## src/hdl/c3f_pkg.sv

```systemverilog
package c3f_pkg;
   localparam int MAX_WIDTH_DEF = 1024;
   localparam int PIX_W = 24;
   localparam int ROW_W = 12;
   localparam int COEF_W = 24;
   localparam int DIV_W = 16;
   localparam int SUM_W = 20;
   localparam int MAX_HEIGHT = 4095;

   localparam logic [2:0] REG_KTOP = 3'd0;
   localparam logic [2:0] REG_KMID = 3'd1;
   localparam logic [2:0] REG_KBOT = 3'd2;
   localparam logic [2:0] REG_DIV = 3'd3;
   localparam logic [2:0] REG_WIDTH = 3'd4;
   localparam logic [2:0] REG_HEIGHT = 3'd5;

   typedef struct packed {
      logic load;     // take new pixel, shift window and line stores
      logic mac;      // multiply-accumulate one tap
      logic clr;      // clear accumulators
      logic div_start;
      logic div_step;
      logic emit;     // move result into output register
   } cmd_type;

   typedef struct packed {
      logic interior;
      logic div_done;
      logic out_busy;
   } sts_type;
endpackage

```

## src/hdl/c3f_ctrl.sv

```systemverilog
module c3f_ctrl
   import c3f_pkg::*;
(
   input  logic    clock,
   input  logic    reset,
   input  logic    req_tvalid,
   output logic    req_tready,
   input  sts_type sts,
   output cmd_type cmd
);
   typedef enum logic [4:0] {
      S_IDLE = 5'b00001,
      S_MAC  = 5'b00010,
      S_DIV  = 5'b00100,
      S_EMIT = 5'b01000,
      S_WAIT = 5'b10000
   } state_type;

   state_type state_ff, state_in;
   logic [3:0] tap_ff, tap_in;

   always_comb begin
      state_in = state_ff;
      tap_in = tap_ff;
      cmd = '0;
      req_tready = 1'b0;
      unique case (state_ff)
         S_IDLE: begin
            req_tready = 1'b1;
            if (req_tvalid) begin
               cmd.load = 1'b1;
               state_in = S_WAIT;
            end
         end
         S_WAIT: begin
            if (sts.interior) begin
               cmd.clr = 1'b1;
               tap_in = 4'd0;
               state_in = S_MAC;
            end else begin
               state_in = S_IDLE;
            end
         end
         S_MAC: begin
            // divider loads once the ninth tap has landed in the accumulators
            if (tap_ff == 4'd9) begin
               cmd.div_start = 1'b1;
               state_in = S_DIV;
            end else begin
               cmd.mac = 1'b1;
               tap_in = tap_ff + 4'd1;
            end
         end
         S_DIV: begin
            cmd.div_step = 1'b1;
            if (sts.div_done) state_in = S_EMIT;
         end
         S_EMIT: begin
            if (!sts.out_busy) begin
               cmd.emit = 1'b1;
               state_in = S_IDLE;
            end
         end
         default: state_in = S_IDLE;
      endcase
   end

   always_ff @(posedge clock) begin
      if (reset) begin
         state_ff <= S_IDLE;
         tap_ff <= '0;
      end else begin
         state_ff <= state_in;
         tap_ff <= tap_in;
      end
   end
endmodule

```

## config.mk

```make
export PLATFORM = sky130hd
export DESIGN_NAME = c3f_ctrl
export DESIGN_NICKNAME = d
export VERILOG_FILES = /design/src/hdl/c3f_pkg.sv /design/src/hdl/c3f_ctrl.sv
export SDC_FILE = /design/constraint.sdc
export NUM_CORES = 1
export LEC_CHECK = 0
export BUFFER_PORTS_ARGS = -buffer_cell sky130_fd_sc_hd__buf_2
export CORE_AREA = 5 5 42 44
export DETAILED_ROUTE_END_ITERATION = 12
export DIE_AREA = 0 0 47 49
export SLEW_MARGIN = 25
export SYNTH_ARGS = -nofsm -noshare
export SYNTH_HDL_FRONTEND = slang
export SYNTH_SLANG_ARGS = --single-unit
```

## constraint.sdc

```tcl
create_clock -name clock -period 1.9 [get_ports clock]
set_input_delay 0.38 -clock clock [delete_from_list [all_inputs] [get_ports clock]]
set_output_delay 0.38 -clock clock [all_outputs]
set_load 0.02 [all_outputs]
```

==> results of run 1 <==
## synth_stat cells
cell type  instances
a211oi_1           1
a211oi_2           1
a21oi_1            7
and2_1             2
and2b_1            1
and3_1             1
and3b_1            1
buf_6              1
clkbuf_1           1
dfxtp_1            9
ha_1               2
inv_1              2
nand2b_1           1
nand3_1            1
nand3b_1           4
nor2_1             7
nor2b_1            2
nor3_1             4
nor3b_4            1
nor4b_1            1
o21ai_0            6
o311a_1            1
or2b_1             2
or3_1              2
## critical path, stage by stage, from the launching register on
cell and delay (ps):
dfxtp_2 350, or3_4 440, nor3_4 230, buf_4 170
## per-layer routing
layer  routed length (µm)  global-route usage
met4                   12              0.0691
met1                  562               0.135
met5                    0                   0
met2                  599               0.158
met3                   49              0.0221
## state kept, by name (all words and copies together), names as in the netlist
name and cells:
state_ff 5, tap_ff 4
## repair_timing
item,in CTS,in global routing
setup endpoints to repair,3,3
resized for setup,3,10
pin swaps,0,2
cloned,0,1
## final cells by class
class	instances	area, µm²
Clock buffer	4	26.3
Fill cell	154	746
Inverter	2	7.51
Multi-Input combinational cell	49	348
Sequential cell	9	185
Tap cell	16	20.0
Timing Repair Buffer	12	68.8
## cell families after synthesis
group / after synthesis / synth area share
DFF: 9 / 0.351
AOI/OAI and AO/OA: 16 / 0.185
adders and majority gates: 2 / 0.0488
and+or+nand+nor: 30 / 0.371
buffers and inverters: 4 / 0.0439
## final timing paths
check	from	end	slack, ps	cells past startpoint
setup / recovery	state_ff[0]	cmd[2]	70	3
hold / removal	reset	tap_ff[0]	410	2
setup reg to reg	tap_ff[0]	tap_ff[0]	500	5
hold reg to reg	tap_ff[0]	tap_ff[0]	490	1
## power groups by stage
stage | combinational [mW] | clock (mW) | sequential, mW
finish | 0.0675 | 0.149 | 0.201
global route | 0.0739 | 0.163 | 0.201
CTS | 0.0605 | 0.153 | 0.198
detailed placement | 0.0576 | 0 | 0.202
global placement | 0.0571 | 0 | 0.203
floorplan | 0.0462 | 0 | 0.201
==> flow_metrics.py, run 1 <==
metrics = {
    "run_status": {
        "status": "finished, final reports clean",
    },
    "timing": {
        "whs_ps": 406,
        "rsz0062_at_grt": "no",
        "setup_viol": 0,
        "worstMarginPinSlew_ps": 277,
        "period_share": 0.964,
        "maxSlewHeadroom": 0.815,
        "slew_violations": 0,
        "period_needed_ps": 1830,
        "fin_skew_ps": 4.21,
        "setup_slack_ps": 68.4,
        "finalHoldViolations": 0,
        "setup_tns_ps": 0,
        "max_freq_mhz": 546,
    },
    "clock_tree": {
        "h-tree-depth": 1,
        "post-cts-setup-buffer-count": 0,
        "clk_path_buf_depth": 2,
        "path_clk_slew_ps": 60,
        "ctsRootBufferMaster": "clkbuf_4",
        "cts_tree": "yes",
        "clock-sinks": 9,
        "cts_hold_buf": 0,
        "clkLatencyLatePin_ps": 260,
        "cts-buffers-inserted": 3,
    },
    "route": {
        "dr_total_vias": 487,
        "detail-route-antenna-nets": 0,
        "first_iter_violations": 6,
        "vias_per_cell": 5.29,
        "dr.pass1.iters": 4,
        "wl_mm": 1.22,
        "drc_errors": 0,
        "wl_per_cell_um": 13.3,
    },
    "die": {
        "start_util": 0.366,
        "ioPinCount": 13,
        "coreArea_mm2": 0.00140,
        "rows": 14,
        "die_w_um": 47,
        "dieArea_mm2": 0.00230,
        "die_h_um": 49,
    },
    "placement": {
        "placed_area_um2": 578,
        "dp_hpwl_um": 847,
        "portBuffers": 12,
        "dp.cells": 87,
        "routabilityCongestion": 0.757,
        "pre_cts_ws_ps": 146,
    },
    "synthesis": {
        "yosysWarningCount": 0,
        "ys_types": 24,
        "yosysTopAreaCell": "dfxtp_1",
        "avgSynthCellArea_um2": 8.41,
        "syn-cell-area_um2": 513,
        "synthTopCellsByArea": "dfxtp_1 35%, a21oi_1 6.8%, o21ai_0 5.9%",
        "yosys_register_bits": 9,
        "synth_fp_nets": 69,
        "synth.top_cell.area_share": 0.351,
        "syn-instance-count": 61,
        "ys_seq_area_frac": 0.351,
    },
    "pwr": {
        "comb_power_share": 0.162,
        "ir_drop_uv": 299,
        "switching_share": 0.270,
        "power.internal_mw": 0.304,
        "seqPwrFrac": 0.481,
        "p_leak_nw": 0.251,
        "netSwitchingPower_mw": 0.113,
        "powerDensity_mw_per_mm2": 635,
        "p_total_mw": 0.417,
        "power.clock.fraction": 0.356,
    },
    "final_layout": {
        "final_cell_mix": "10 x buf_2, 7 x nor2_1, 7 x a21oi_1",
        "mostFrequentLayoutCell": "buf_2",
        "layout.nets": 85,
        "diodes": 0,
        "utilization": 0.468,
        "fin_cells": 92,
        "fin_area_um2": 656,
        "syn_to_final_growth_pct": 27.8,
        "drive_gt1_frac": 0.355,
    },
    "critical_path": {
        "setup.worst_path.end_class": "output port",
        "crit_type": "register to output port",
        "crit_path_max_fanout": 6,
        "cp.arrival_ps": 1450,
        "cp_data_required_time_ps": 1520,
        "worstSetupStartpointType": "register",
    },
    "global_routing": {
        "grt.overflow.total": 0,
        "grt_max_degree": 10,
        "grt_pass1_wl_mm": 1.81,
        "grt_pass1_vias": 440,
        "antenna_found_initial": 0,
        "track_usage": 0.107,
    },
    "min_path": {
        "min_path_type": "primary input to register",
    },
    "run": {
        "drv_cap": 0,
    },
}
No activity file was read; power rests on OpenSTA's default activity.
==> run 2, diff against run 1 <==
--- a/config.mk
+++ b/config.mk
@@ -9,6 +9,7 @@
 export CORE_AREA = 5 5 42 44
 export DETAILED_ROUTE_END_ITERATION = 12
 export DIE_AREA = 0 0 47 49
+export RECOVER_POWER = 50
 export SLEW_MARGIN = 25
 export SYNTH_ARGS = -nofsm -noshare
 export SYNTH_HDL_FRONTEND = slang
==> run 2 against run 1 <==
  * First-iteration DRC count is the same
  * Via count is the same
  * Routed wire length is the same
  * Non-clock buffer count is the same
  * Critical path depth is the same
  * Sequential power is essentially flat
  * Worst setup slack is the same
  * Die area is the same
==> flow_metrics.py, run 2 (synthesized netlist as in run 1, its figures left out) <==
metrics = {
    "run_status": {
        "status": "finished, final reports clean",
    },
    "min_path": {
        "min_path_type": "primary input to register",
        "hold_depth": 2,
    },
    "final_layout": {
        "fillers": 154,
        "mostFrequentLayoutCell": "buf_2",
        "syn_to_final_growth_pct": 27.8,
        "largest_register_ffs": 5,
        "layout.nets": 85,
        "diodes": 0,
        "final_cell_mix": "10 x buf_2, 7 x nor2_1, 7 x a21oi_1",
        "regMostFlops": "state_ff",
        "top_regs": "state_ff: 5 flops, tap_ff: 4 flops",
        "drive_gt1_frac": 0.355,
    },
    "placement": {
        "routabilityCongestion": 0.757,
        "pre_cts_ws_ps": 146,
        "portBuffers": 12,
        "dp_hpwl_um": 847,
    },
    "timing": {
        "setup_tns_ps": 0,
        "rsz0062_at_grt": "no",
        "setup_viol": 0,
        "maxSlewHeadroom": 0.815,
        "worstMarginPinSlew_ps": 277,
        "setup_slack_ps": 68.4,
        "period_share": 0.964,
        "max_freq_mhz": 546,
        "fin_skew_ps": 4.21,
        "slew_violations": 0,
        "finalHoldViolations": 0,
        "period_needed_ps": 1830,
    },
    "global_routing": {
        "grt_max_degree": 10,
        "antenna_found_initial": 0,
        "track_usage": 0.107,
        "grt_pass1_wl_mm": 1.81,
        "grt_pass1_vias": 440,
        "grt.overflow.total": 0,
    },
    "die": {
        "coreArea_mm2": 0.00140,
        "ioPinCount": 13,
        "start_util": 0.366,
        "die_w_um": 47,
        "rows": 14,
        "die_h_um": 49,
        "dieArea_mm2": 0.00230,
    },
    "clock_tree": {
        "cts-buffers-inserted": 3,
        "clkLatencyLatePin_ps": 260,
        "cts_hold_buf": 0,
        "ctsRootBufferMaster": "clkbuf_4",
        "path_clk_slew_ps": 60,
        "h-tree-depth": 1,
        "clock-sinks": 9,
        "cts_tree": "yes",
        "clk_path_buf_depth": 2,
        "post-cts-setup-buffer-count": 0,
    },
    "pwr": {
        "ir_drop_uv": 298,
        "p_leak_nw": 0.251,
        "powerDensity_mw_per_mm2": 635,
    },
    "critical_path": {
        "cp.arrival_ps": 1450,
        "setup.worst_path.end_class": "output port",
        "crit_path_max_fanout": 6,
        "cp_data_required_time_ps": 1520,
        "ff2ff_path_depth": 5,
        "crit_type": "register to output port",
        "worstSetupStartpointType": "register",
    },
    "route": {
        "wl_per_cell_um": 13.3,
        "dr_total_vias": 487,
        "drc_errors": 0,
        "wl_mm": 1.22,
        "vias_per_cell": 5.29,
        "first_iter_violations": 6,
        "detail-route-antenna-nets": 0,
        "dr.pass1.iters": 4,
    },
    "run": {
        "drv_cap": 0,
    },
}
[run 2: cell counts in the layout (fill, tap and decap cells not counted)]
Identical to the previous run, type by type.
[run 2: through the flow]
step | utilization | hold WS [ps] | area, µm² | cells | total power [mW]
4_1_cts | 0.440 | 406 | 617 | 91 | 0.412
3_5_place_dp | 0.413 | 502 | 578 | 87 | 0.260
5_1_grt | 0.468 | 402 | 656 | 92 | 0.437
3_3_place_gp | 0.413 | 501 | 578 | 87 | 0.260
2_1_floorplan | - | 466 | 513 | 61 | 0.247
6_report | 0.468 | 406 | 656 | 92 | 0.416
[run 2: metal layers]
layer / track usage / vias to the layer above / share of wire / wire length [µm]
li1: - / 251 / - / -
met1: 0.135 / 224 / 0.46 / 562
met2: 0.158 / 10 / 0.49 / 599
met3: 0.0221 / 2 / 0.040 / 49
met4: 0.0691 / 0 / 0.0098 / 12
met5: 0 / - / 0 / 0
[run 2: layout make-up]
type,instances,area (µm²),area share
tap,16,20.0,0.0305
clock buffer,4,26.3,0.0401
multi-input combinational,49,348,0.531
timing repair buffer,12,68.8,0.105
sequential,9,185,0.282
inverter,2,7.51,0.0115
[run 2: worst max-delay path, cell delays in order, from the launching register on]
cell	delay (ps)
dfxtp_2	350
or3_4	440
nor3_4	230
buf_4	170
[run 2: repair_timing]
item / in CTS / in global routing
gates resized for setup: 3 / 10
endpoints found under the setup margin: 3 / 3
cloned: 0 / 1
pin swaps: 0 / 2
[run 2: path summary, 6_finish.rpt]
check                                  to  slack, ps        start
worst min register to register  tap_ff[0]        490    tap_ff[0]
worst min-delay path            tap_ff[0]        410        reset
worst max register to register  tap_ff[0]        500    tap_ff[0]
worst max-delay path               cmd[2]         70  state_ff[0]
[run 2: power by group]
part	internal (mW)	total, mW	switching [mW]
Sequential	0.194	0.201	0.00660
Combinational	0.0288	0.0674	0.0385
Clock	0.0810	0.149	0.0676
Total	0.304	0.416	0.113
